===== src/hw/rtl/dsag_pkg.sv =====
// Shared types and constants of the diagnostic security access gate.
// Used by the configuration registers, the evaluation engine and the top level.
package dsag_pkg;

  localparam int CFG_ADDR_W = 3;
  localparam int CFG_DATA_W = 32;

  localparam logic [7:0] MIN_REQ_LEN  = 8'd2;
  localparam logic [7:0] SEED_REQ_LEN = 8'd2;
  localparam logic [7:0] KEY_REQ_LEN  = 8'd6;
  localparam logic [7:0] FAIL_SAT     = 8'hFF;

  localparam logic [1:0] LVL_LOCKED = 2'd0;
  localparam logic [1:0] LVL_ONE    = 2'd1;
  localparam logic [1:0] LVL_TWO    = 2'd2;

  typedef enum logic [1:0] {
    CMD_REQUEST = 2'd0,
    CMD_TICK    = 2'd1,
    CMD_LOCK    = 2'd2
  } dsag_cmd_t;

  typedef enum logic [2:0] {
    RSP_POSITIVE    = 3'd0,
    RSP_BAD_LENGTH  = 3'd1,
    RSP_BAD_SUB     = 3'd2,
    RSP_BAD_SESSION = 3'd3,
    RSP_DELAY       = 3'd4,
    RSP_BAD_KEY     = 3'd5
  } dsag_rsp_t;

  typedef struct packed {
    logic [31:0] seed_value;
    logic [31:0] expected_key;
    logic [7:0]  max_failed_attempts;
    logic [23:0] lockout_ticks;
    logic [6:0]  level_one_seed_sub;
    logic [6:0]  level_two_seed_sub;
    logic [7:0]  extended_session_code;
    logic [7:0]  programming_session_code;
  } dsag_cfg_t;

  typedef struct packed {
    dsag_cmd_t   cmd;
    logic [7:0]  msg_len;
    logic [7:0]  sub_function;
    logic [31:0] offered_key;
    logic [7:0]  session_code;
  } dsag_item_t;

  typedef struct packed {
    dsag_rsp_t   response_code;
    logic [7:0]  echo_sub;
    logic [31:0] seed_out;
    logic [2:0]  response_length;
    logic [1:0]  access_level;
  } dsag_result_t;

endpackage


===== src/hw/rtl/dsag_cfg_regs.sv =====
// Configuration register file of the security access gate.
// Depends on dsag_pkg for the register bundle type and port widths.
module dsag_cfg_regs
  import dsag_pkg::*;
(
  input  logic                  clk,
  input  logic                  rst_n,
  input  logic                  cfg_we,
  input  logic [CFG_ADDR_W-1:0] cfg_addr,
  input  logic [CFG_DATA_W-1:0] cfg_wdata,
  output dsag_cfg_t             cfg
);

  localparam logic [CFG_ADDR_W-1:0] REG_SEED_VALUE  = 3'd0;
  localparam logic [CFG_ADDR_W-1:0] REG_EXP_KEY     = 3'd1;
  localparam logic [CFG_ADDR_W-1:0] REG_MAX_FAIL    = 3'd2;
  localparam logic [CFG_ADDR_W-1:0] REG_LOCK_TICKS  = 3'd3;
  localparam logic [CFG_ADDR_W-1:0] REG_L1_SUB      = 3'd4;
  localparam logic [CFG_ADDR_W-1:0] REG_L2_SUB      = 3'd5;
  localparam logic [CFG_ADDR_W-1:0] REG_EXT_SESSION = 3'd6;
  localparam logic [CFG_ADDR_W-1:0] REG_PRG_SESSION = 3'd7;

  dsag_cfg_t cfg_r;

  always_ff @(posedge clk) begin
    if (!rst_n) begin
      cfg_r.seed_value               <= 32'd0;
      cfg_r.expected_key             <= 32'd0;
      cfg_r.max_failed_attempts      <= 8'd3;
      cfg_r.lockout_ticks            <= 24'd10000;
      cfg_r.level_one_seed_sub       <= 7'd1;
      cfg_r.level_two_seed_sub       <= 7'd3;
      cfg_r.extended_session_code    <= 8'd3;
      cfg_r.programming_session_code <= 8'd2;
    end else if (cfg_we) begin
      unique case (cfg_addr)
        REG_SEED_VALUE:  cfg_r.seed_value               <= cfg_wdata;
        REG_EXP_KEY:     cfg_r.expected_key             <= cfg_wdata;
        REG_MAX_FAIL:    cfg_r.max_failed_attempts      <= cfg_wdata[7:0];
        REG_LOCK_TICKS:  cfg_r.lockout_ticks            <= cfg_wdata[23:0];
        REG_L1_SUB:      cfg_r.level_one_seed_sub       <= cfg_wdata[6:0];
        REG_L2_SUB:      cfg_r.level_two_seed_sub       <= cfg_wdata[6:0];
        REG_EXT_SESSION: cfg_r.extended_session_code    <= cfg_wdata[7:0];
        REG_PRG_SESSION: cfg_r.programming_session_code <= cfg_wdata[7:0];
        default: ;
      endcase
    end
  end

  assign cfg = cfg_r;

endmodule


===== src/hw/rtl/dsag_engine.sv =====
// Evaluation engine: checks one request, tick or lock command against the gate state.
// Holds the access level, failure count, seed and lockout countdown; uses dsag_pkg.
module dsag_engine
  import dsag_pkg::*;
#(
  parameter int SEED_BYTES = 4
) (
  input  logic         clk,
  input  logic         rst_n,
  input  logic         fire,
  input  dsag_item_t   item,
  input  dsag_cfg_t    cfg,
  output logic         has_result,
  output dsag_result_t result
);

  localparam int         POS_LEN_I = (1 + SEED_BYTES > 7) ? 7 : 1 + SEED_BYTES;
  localparam logic [2:0] POS_LEN   = 3'(POS_LEN_I);
  localparam logic [63:0] MASK64   = (64'd1 << (8 * SEED_BYTES)) - 64'd1;
  localparam logic [31:0] SEED_MASK = (SEED_BYTES >= 4) ? 32'hFFFF_FFFF : MASK64[31:0];

  logic [1:0]  level_r, level_nxt;
  logic [7:0]  fail_r, fail_nxt;
  logic [31:0] seed_r, seed_nxt;
  logic [23:0] remain_r, remain_nxt;
  logic        running_r, running_nxt;

  logic [6:0]  dec;
  logic [7:0]  key1, key2;
  logic        is_s1, is_s2, is_k1, is_k2, is_seed, is_key;
  logic [7:0]  fail_inc;
  dsag_rsp_t   code;

  always_comb begin
    dec   = item.sub_function[6:0];
    key1  = {1'b0, cfg.level_one_seed_sub} + 8'd1;
    key2  = {1'b0, cfg.level_two_seed_sub} + 8'd1;
    is_s1 = (dec == cfg.level_one_seed_sub);
    is_s2 = (dec == cfg.level_two_seed_sub);
    is_k1 = ({1'b0, dec} == key1);
    is_k2 = ({1'b0, dec} == key2);
    is_seed = is_s1 || is_s2;
    is_key  = is_k1 || is_k2;
    fail_inc = (fail_r == FAIL_SAT) ? FAIL_SAT : fail_r + 8'd1;

    if (item.msg_len < MIN_REQ_LEN) begin
      code = RSP_BAD_LENGTH;
    end else if (is_seed && item.msg_len != SEED_REQ_LEN) begin
      code = RSP_BAD_LENGTH;
    end else if (is_key && item.msg_len != KEY_REQ_LEN) begin
      code = RSP_BAD_LENGTH;
    end else if ((is_k1 || is_s1) && item.session_code != cfg.extended_session_code) begin
      code = RSP_BAD_SESSION;
    end else if ((is_k2 || is_s2) && item.session_code != cfg.programming_session_code) begin
      code = RSP_BAD_SESSION;
    end else if (running_r) begin
      code = RSP_DELAY;
    end else if (!is_seed && !is_key) begin
      code = RSP_BAD_SUB;
    end else if (is_seed) begin
      code = RSP_POSITIVE;
    end else if (item.offered_key != cfg.expected_key) begin
      code = RSP_BAD_KEY;
    end else begin
      code = RSP_POSITIVE;
    end

    level_nxt   = level_r;
    fail_nxt    = fail_r;
    seed_nxt    = seed_r;
    remain_nxt  = remain_r;
    running_nxt = running_r;
    has_result  = 1'b0;

    case (item.cmd)
      CMD_REQUEST: begin
        has_result = 1'b1;
        if (code == RSP_POSITIVE && is_seed) begin
          if ((is_s1 && level_r == LVL_ONE) || (is_s2 && level_r == LVL_TWO)) begin
            seed_nxt = 32'd0;
          end else begin
            seed_nxt = cfg.seed_value;
          end
        end else if (code == RSP_BAD_KEY) begin
          fail_nxt = fail_inc;
          if (fail_inc >= cfg.max_failed_attempts) begin
            remain_nxt  = cfg.lockout_ticks;
            running_nxt = 1'b1;
          end
        end else if (code == RSP_POSITIVE) begin
          fail_nxt    = 8'd0;
          running_nxt = 1'b0;
          remain_nxt  = 24'd0;
          level_nxt   = is_k1 ? LVL_ONE : LVL_TWO;
        end
      end
      CMD_TICK: begin
        if (running_r) begin
          if (remain_r > 24'd1) begin
            remain_nxt = remain_r - 24'd1;
          end else begin
            remain_nxt  = 24'd0;
            running_nxt = 1'b0;
            if (fail_r != 8'd0) fail_nxt = fail_r - 8'd1;
          end
        end
      end
      CMD_LOCK: level_nxt = LVL_LOCKED;
      default: ;
    endcase

    result.response_code = code;
    result.access_level  = level_nxt;
    if (code == RSP_POSITIVE) begin
      result.echo_sub        = item.sub_function;
      result.seed_out        = seed_nxt & SEED_MASK;
      result.response_length = POS_LEN;
    end else begin
      result.echo_sub        = 8'd0;
      result.seed_out        = 32'd0;
      result.response_length = 3'd0;
    end
  end

  always_ff @(posedge clk) begin
    if (!rst_n) begin
      level_r   <= LVL_LOCKED;
      fail_r    <= 8'd0;
      seed_r    <= 32'hFFFF_FFFF;
      remain_r  <= 24'd0;
      running_r <= 1'b0;
    end else if (fire) begin
      level_r   <= level_nxt;
      fail_r    <= fail_nxt;
      seed_r    <= seed_nxt;
      remain_r  <= remain_nxt;
      running_r <= running_nxt;
    end
  end

  a_idle_count_clear: assert property (@(posedge clk) disable iff (!rst_n)
    !running_r |-> remain_r == 24'd0)
    else $error("Lockout countdown is nonzero while no lockout runs.");

  a_level_range: assert property (@(posedge clk) disable iff (!rst_n)
    level_r == LVL_LOCKED || level_r == LVL_ONE || level_r == LVL_TWO)
    else $error("Access level holds an undefined code.");

  a_last_tick_ends: assert property (@(posedge clk) disable iff (!rst_n)
    fire && item.cmd == CMD_TICK && running_r && remain_r <= 24'd1 |=> !running_r)
    else $error("Final lockout tick did not end the lockout.");

  a_lock_clears: assert property (@(posedge clk) disable iff (!rst_n)
    fire && item.cmd == CMD_LOCK |=> level_r == LVL_LOCKED)
    else $error("Lock command left an access level open.");

endmodule


===== src/hw/rtl/diagnostic_security_access_gate.sv =====
// Seed/key security access gate with an input stage, an evaluation engine and a result register.
// Instantiates dsag_cfg_regs and dsag_engine; uses dsag_pkg.
//
// The gate takes one beat per clock cycle, whether a request, a timer tick or a lock command.
// A request beat passes the input register and the engine into the result register, which gives
// its response beat; ticks and lock commands update the gate state and give no response.
// The single evaluation stage between the input and result registers sets the rate of one beat
// per cycle; a waiting response stalls input only while a request is in the input register.
module diagnostic_security_access_gate
  import dsag_pkg::*;
#(
  parameter int SEED_BYTES = 4
) (
  input  logic                  clk,
  input  logic                  rst_n,
  input  logic                  in_tvalid,
  output logic                  in_tready,
  // msg_len[7:0], sub_function[15:8], offered_key[47:16], session_code[55:48]
  input  logic [55:0]           in_tdata,
  // cmd[1:0]
  input  logic [1:0]            in_tuser,
  output logic                  out_tvalid,
  input  logic                  out_tready,
  // response_code[2:0], echo_sub[10:3], seed_out[42:11], response_length[45:43],
  // access_level[47:46]
  output logic [47:0]           out_tdata,
  input  logic                  cfg_we,
  input  logic [CFG_ADDR_W-1:0] cfg_addr,
  input  logic [CFG_DATA_W-1:0] cfg_wdata
);

  dsag_cfg_t    cfg;
  dsag_item_t   item_r;
  logic         in_valid_r;
  logic         out_valid_r;
  dsag_result_t res_r;
  dsag_result_t result;
  logic         has_result;
  logic         advance;

  dsag_cfg_regs u_cfg (
    .clk       (clk),
    .rst_n     (rst_n),
    .cfg_we    (cfg_we),
    .cfg_addr  (cfg_addr),
    .cfg_wdata (cfg_wdata),
    .cfg       (cfg)
  );

  dsag_engine #(
    .SEED_BYTES (SEED_BYTES)
  ) u_engine (
    .clk        (clk),
    .rst_n      (rst_n),
    .fire       (advance),
    .item       (item_r),
    .cfg        (cfg),
    .has_result (has_result),
    .result     (result)
  );

  assign advance   = in_valid_r && (!has_result || !out_valid_r || out_tready);
  assign in_tready = !in_valid_r || advance;

  always_ff @(posedge clk) begin
    if (!rst_n) begin
      in_valid_r <= 1'b0;
    end else if (in_tready) begin
      in_valid_r <= in_tvalid;
    end
  end

  always_ff @(posedge clk) begin
    if (in_tvalid && in_tready) begin
      item_r.cmd          <= dsag_cmd_t'(in_tuser);
      item_r.msg_len      <= in_tdata[7:0];
      item_r.sub_function <= in_tdata[15:8];
      item_r.offered_key  <= in_tdata[47:16];
      item_r.session_code <= in_tdata[55:48];
    end
  end

  always_ff @(posedge clk) begin
    if (!rst_n) begin
      out_valid_r <= 1'b0;
    end else if (advance && has_result) begin
      out_valid_r <= 1'b1;
    end else if (out_tready) begin
      out_valid_r <= 1'b0;
    end
  end

  always_ff @(posedge clk) begin
    if (advance && has_result) begin
      res_r <= result;
    end
  end

  assign out_tvalid = out_valid_r;
  assign out_tdata  = {res_r.access_level, res_r.response_length, res_r.seed_out,
                       res_r.echo_sub, res_r.response_code};

  a_no_overwrite: assert property (@(posedge clk) disable iff (!rst_n)
    out_valid_r && !out_tready |-> !(advance && has_result))
    else $error("A waiting response beat was overwritten.");

  a_negative_empty: assert property (@(posedge clk) disable iff (!rst_n)
    out_valid_r && res_r.response_code != RSP_POSITIVE |->
      res_r.response_length == 3'd0 && res_r.echo_sub == 8'd0 && res_r.seed_out == 32'd0)
    else $error("Negative response carries payload bytes.");

endmodule

===== config.mk =====
export PLATFORM = sky130hd
export DESIGN_NAME = diagnostic_security_access_gate
export DESIGN_NICKNAME = d
export VERILOG_FILES = /design/src/hw/rtl/dsag_pkg.sv /design/src/hw/rtl/dsag_cfg_regs.sv /design/src/hw/rtl/dsag_engine.sv /design/src/hw/rtl/diagnostic_security_access_gate.sv
export SDC_FILE = /design/constraint.sdc
export NUM_CORES = 1
export LEC_CHECK = 0
export BUFFER_PORTS_ARGS = -buffer_cell sky130_fd_sc_hd__clkbuf_2
export CAP_MARGIN = 20
export CORE_MARGIN = 1.5
export CORE_UTILIZATION = 55
export CTS_CLUSTER_DIAMETER = 200
export DETAILED_ROUTE_END_ITERATION = 12
export PLACE_DENSITY = 0.76
export SLEW_MARGIN = 0
export SYNTH_ARGS = -nofsm -noshare
export SYNTH_HDL_FRONTEND = slang
export SYNTH_SLANG_ARGS = --single-unit
export TNS_END_PERCENT = 100

===== constraint.sdc =====
create_clock -name clk -period 9.11 [get_ports clk]
set_clock_uncertainty 0.15 [all_clocks]
set_input_delay 1.3665 -clock clk [delete_from_list [all_inputs] [get_ports clk]]
set_output_delay 1.3665 -clock clk [all_outputs]
set_load 0.1 [all_outputs]

# Word-level counts from Yosys, hierarchy flattened

Index checks and enable logic that the tools add are counted.

Bits in registers: 301
Bits of input ports: 98
Output and inout bits: 50
Word-level logic and storage cells: 145

Add/subtract/negate cells: 5
$lt $le $gt $ge: 3
Equal/unequal tests: 28
Mux-type cells: 43
Reductions and logical operators: 41

Operator list:

| cell                    | count |
|---|---|
| $mux W24                | 6 |
| $mux W32                | 3 |
| $mux W8                 | 7 |
| $pmux W24 S2            | 1 |
| $ne A32 B32 Y1          | 1 |
| $mux W3                 | 10 |
| $gt A24 B1 Y1 const B   | 1 |
| $sub A24 B1 Y24 const B | 1 |
| $add A7 B1 Y8 const B   | 2 |
| $eq A7 B8 Y1            | 2 |
| $ne A8 B8 Y1            | 2 |
| $pmux W8 S2             | 1 |
| $reduce_and A2 Y1       | 8 |
| $eq A3 B3 Y1 const B    | 5 |
| $eq A7 B7 Y1            | 2 |
| $logic_and A1 B1 Y1     | 11 |
| $mux W1                 | 9 |
| $add A8 B1 Y8 const B   | 1 |
| $eq A8 B8 Y1 const B    | 1 |
| $ge A8 B8 Y1            | 1 |
| $logic_or A1 B1 Y1      | 8 |
| $lt A8 B2 Y1 const B    | 1 |
| $mux W2                 | 4 |
| $ne A8 B2 Y1 const B    | 1 |
| other kinds (20)        | 31 |

# Longest topological paths before layout

Depth after elaboration: 17
Depth in mapped cells: 16
Depth with buffers taken out: 14

# Hierarchy

A second synthesis with hierarchy kept.

Cell total of the unflattened synthesis: 1415
Area, all modules: 14181.1 um^2

Modules (own cells, without submodules):

| module                          | instances | cells an instance | area an instance (um^2) | seq. area each (um^2) |
|---|---|---|---|---|
| dsag_engine                     | 1         | 834               | 6084.6                  | 1341.3 |
| dsag_cfg_regs                   | 1         | 463               | 4795.8                  | 2522.4 |
| diagnostic_security_access_gate | 1         | 118               | 3300.7                  | 3223.1 |

# Worst setup path before layout

OpenSTA, ideal clock, no wires.

Kind: input port to flip-flop
Start point: input port out_tready
End point: register item_r[0] (netlist name) (enable)
Library setup time: 0.509 ns
Arrival time: 4.391 ns
Data required time: 8.451 ns
Slack: 4.060 ns
Stages on the path: 2
Path buffers: 0
Cell sequence: nor2b_1 a31oi_1

Word-level cells in the longest chain between the ends: 4

RTL lines:

| what                | line                                  | source |
|---|---|---|
| start, declared     | diagnostic_security_access_gate.sv:23 | `input logic out_tready,` |
| $logic_or A1 B1 Y1  | diagnostic_security_access_gate.sv:62 | `assign advance = in_valid_r && (!has_result \|\| !out_valid_r \|\| out_tready);` |
| $logic_and A1 B1 Y1 | diagnostic_security_access_gate.sv:62 |  |
| $logic_or A1 B1 Y1  | diagnostic_security_access_gate.sv:63 | `assign in_tready = !in_valid_r \|\| advance;` |
| $logic_and A1 B1 Y1 | diagnostic_security_access_gate.sv:74 | `if (in_tvalid && in_tready) begin` |
| end, declared       | diagnostic_security_access_gate.sv:33 | `dsag_item_t item_r;` |

Every way passes these cells.
A chain may end at the register's enable or synchronous reset.

# Worst setup path after layout

Start point: register item_r[54] (netlist name)
End point: register u_engine.remain_r[22]

Word-level cells in the longest chain between the ends: 9
Elaborated cells on any way between the ends: 18
Classes of those cells: 1 x order compare; 6 x eq/ne; 6 x mux; 5 x reduce/logical

RTL lines:

| what                                                     | line                                                    | source |
|---|---|---|
| $ne A8 B3 Y1                                             | dsag_engine.sv:50                                       | `end else if (is_key && item.msg_len != KEY_REQ_LEN) begin` |
| $logic_and A1 B1 Y1                                      | dsag_engine.sv:50                                       |  |
| $mux W3                                                  | dsag_engine.sv:50                                       |  |
| $mux W3                                                  | dsag_engine.sv:48                                       | `end else if (is_seed && item.msg_len != SEED_REQ_LEN) begin` |
| $mux W3 *                                                | dsag_engine.sv:46                                       | `if (item.msg_len < MIN_REQ_LEN) begin` |
| $eq A3 B3 Y1 / $logic_not A3 Y1 (equally long branches)  | dsag_engine.sv:84, dsag_engine.sv:78, dsag_engine.sv:90 |  |
| $mux W24 / $logic_and A1 B1 Y1 (equally long branches)   | dsag_engine.sv:84, dsag_engine.sv:78                    |  |
| $mux W24 / $ne A2 B2 Y1 (equally long branches)          | n/a                                                     |  |
| $pmux W24 S2 / $reduce_and A6 Y1 (equally long branches) | n/a                                                     |  |
| end signal, assigned                                     | dsag_engine.sv:136                                      | `remain_r <= remain_nxt;` |
| end, declared                                            | dsag_engine.sv:25                                       | `logic [23:0] remain_r, remain_nxt;` |

Mark *: on every way between the ends. The rest lies on a longest branch, timed or not. The select of a mux whose other input is x is not followed.

==> impl_results.md <==
* Cell total after placement at 1,842
* DP HPWL at 22.3 mm
* CTS tree: built
* # rows at 56
* Register area share after synthesis at 0.526
* Int Pwr at 2.13 mW
* First-pass GRT wire length at 52.2 mm
* Later-pin clock latency in the skew report at 560 ps
* Power share of the combinational group at 0.064
* Clock slew at reported path FFs at 70 ps
* Top post-synthesis cells by area: dfxtp_1, edfxtp_1, nand2_1, a21oi_1, xor2_1
* Area leader, netlist: dfxtp_1
* CTS max path bufs at 3
* Synth cell types at 83
* Power density cells at 184 nW/µm²
* Switching Share at 0.237
* Setup TNS at 0 ps
* Hold buffers post-CTS at 0
* CP max stage delay at 840 ps
* RSZ-0062 raised after global routing: false
* CTS Buf Count at 29
* Synth warn at 0
* Syn Std Cell Area at 13,300 µm²
* Slew @ Worst Pin at 1080 ps
* Syn Area/Cell at 9.17 µm²
* Reg power frac at 0.514
* Synthesis-to-layout area growth at 13.9%
* Total power at 2.79 mW
* Post-synth top cells: nand2_1, dfxtp_1, a21oi_1
* Total track usage at 0.255
* Period Utilization, post-route at 0.458
* Crit Path Class: flop to flop
* Drt pass-1 iters at 5
* Setup-failing EPs final at 0
* Post-layout nets at 1,670
* Post-CTS Resized at 0
* Cells after Synth at 1,456
* WHS at 304 ps
* Slowest cell on the critical path: nand4b_2
* Fmax at 0.240 GHz
* Worst path required time at 9350 ps
* Final Hold Fails at 0
* Clock period minus worst slack at 4170 ps
* Worst vdd ir at 0.000152 V
* Congestion Overflow GR at 0
* Die area at 25,200 µm²
* Via density at 5.72
* Detail Route Antenna Nets at 0
* CORE AREA at 23,600 µm²
* Crit-path cells: or4_1 > or3_1 > a2111oi_4 > nand4b_2 > o2111ai_1 > o21ai_2 > buf_4 > mux2i_1 > o22ai_1
* Setup crit start kind: flop
* Htree depth at 1
* Clk sink count at 299
* # port buffers at 146
* Sw power at 661 µW
* Core Util, Final at 0.644
* # diodes at 0
* Crit. End Element: flop
* Post-Layout Cell Count at 1,899
* Yosys top cell area share at 0.292
* Initial drt markers at 870
* Initial antenna violation count at 1
* Max cap viols at 0
* Worst slew margin at 0.282
* Synth Net Count at 1,569
* IO Count at 148
* Seq cells post-synth at 299
* Most frequent cell after synthesis: nand2_1
* Leak at 6.03 nW
* Layout cells sized above 1 at 0.157
* Initial core utilization at 0.565
* Maximum fanout along the worst path at 43
* DRC Markers at 0
* Die Ht at 159 µm
* Via count at 10,869
* Largest net degree at the start of global routing at 97
* Ys flop type: dfxtp_1
* Synth async-reset ratio at 0
* Arrival time at the worst endpoint at 4410 ps
* Final Wtd Congestion at 0.901
* EDFF count, synth at 104
* Avg WL per Cell at 17.3 µm
* Clock share of power at 0.421
* Die X-Extent at 159 µm
* Vias in the first global route at 10,022
* DRT Wirelength at 32.9 mm
* CTS root buffer: clkbuf_16
* Post-CTS setup buffers at 0
* Final Max Tran Viols at 0
* Status: complete, no violations
* Worst hold path class: flop to flop
final cells by class:
class	instances	area, µm²
clock buffer	39	857
tap	319	399
sequential	299	7030
multi-input combinational	1044	5850
fill	1992	8420
timing repair buffer	161	883
clock inverter	15	95.1
inverter	22	83.8
critical path: cells and delay by family, from the launching register on:
kind | cells | cell delay (ps)
buffers and inverters | 1 | 270
DFF | 1 | 370
and+or+nand+nor | 3 | 1960
AOI/OAI and AO/OA | 4 | 1010
muxes | 1 | 210
registers in the layout, indices dropped and copies added (netlist names):
name,cells
u_engine.seed_r,32
u_engine.level_r,2
out_tvalid,1
u_cfg.cfg,126
out_tdata,46
u_engine.running_r,1
u_engine.fail_r,8
item_r,58
u_engine.remain_r,24
in_valid_r,1
metrics by stage:
stage | setup WS [ps] | area (µm²)
2_1_floorplan | 4060 | 13300
3_3_place_gp | 4970 | 14200
3_5_place_dp | 4960 | 14200
4_1_cts | 5020 | 15100
5_1_grt | 4750 | 15200
6_report | 4940 | 15200
final timing paths:
check	cells past startpoint	slack (ps)	startpoint	to
max	9	4940	item_r[54]	u_engine.remain_r[22]
min	2	300	u_cfg.cfg[56]	u_cfg.cfg[56]
max reg2reg	9	4940	item_r[54]	u_engine.remain_r[22]
min reg2reg	2	300	u_cfg.cfg[56]	u_cfg.cfg[56]
kinds of logic after synthesis:
kind of cell / share of synthesized area
AO/OA/AOI/OAI: 0.154
adder cells (fa/ha/maj): 0.0141
other: 0.000281
buffers and inverters: 0.0384
XOR/XNOR: 0.0558
multiplexers: 0.00759
AND/OR/NAND/NOR: 0.203
flip-flops: 0.526
power by group through the flow:
stage | clock, mW | sequential [mW] | combinational, mW
floorplan | 0 | 1.49 | 0.0887
global route | 1.25 | 1.44 | 0.193
finish | 1.18 | 1.43 | 0.180
global placement | 0 | 1.46 | 0.173
detailed placement | 0 | 1.46 | 0.176
CTS | 1.19 | 1.43 | 0.177
placed cells by master, fill, tap and decap left out, drive strengths merged, types with 7 or more instances in the layout:
cell and instances:
nor4 16, ha 15, nand2 387, xnor2 28, edfxtp 104, o21ai 24, nand3 63, a21o 7
o31ai 7, nand4 13, and2 15, clkinv 12, a21oi 181, a22oi 13, nand2b 13, nor2 48
nor3 23, mux2i 9, inv 23, dfxtp 195, buf 15, clkbuf 185, xor2 57, o211ai 39
per-layer routing:
layer | wire, µm | track usage | up-vias
li1 | - | - | 5275
met1 | 14700 | 0.364 | 5119
met2 | 14600 | 0.391 | 413
met3 | 2560 | 0.0434 | 60
met4 | 973 | 0.0874 | 2
met5 | 13 | 0 | -
Power figures use the tool's default switching activity.
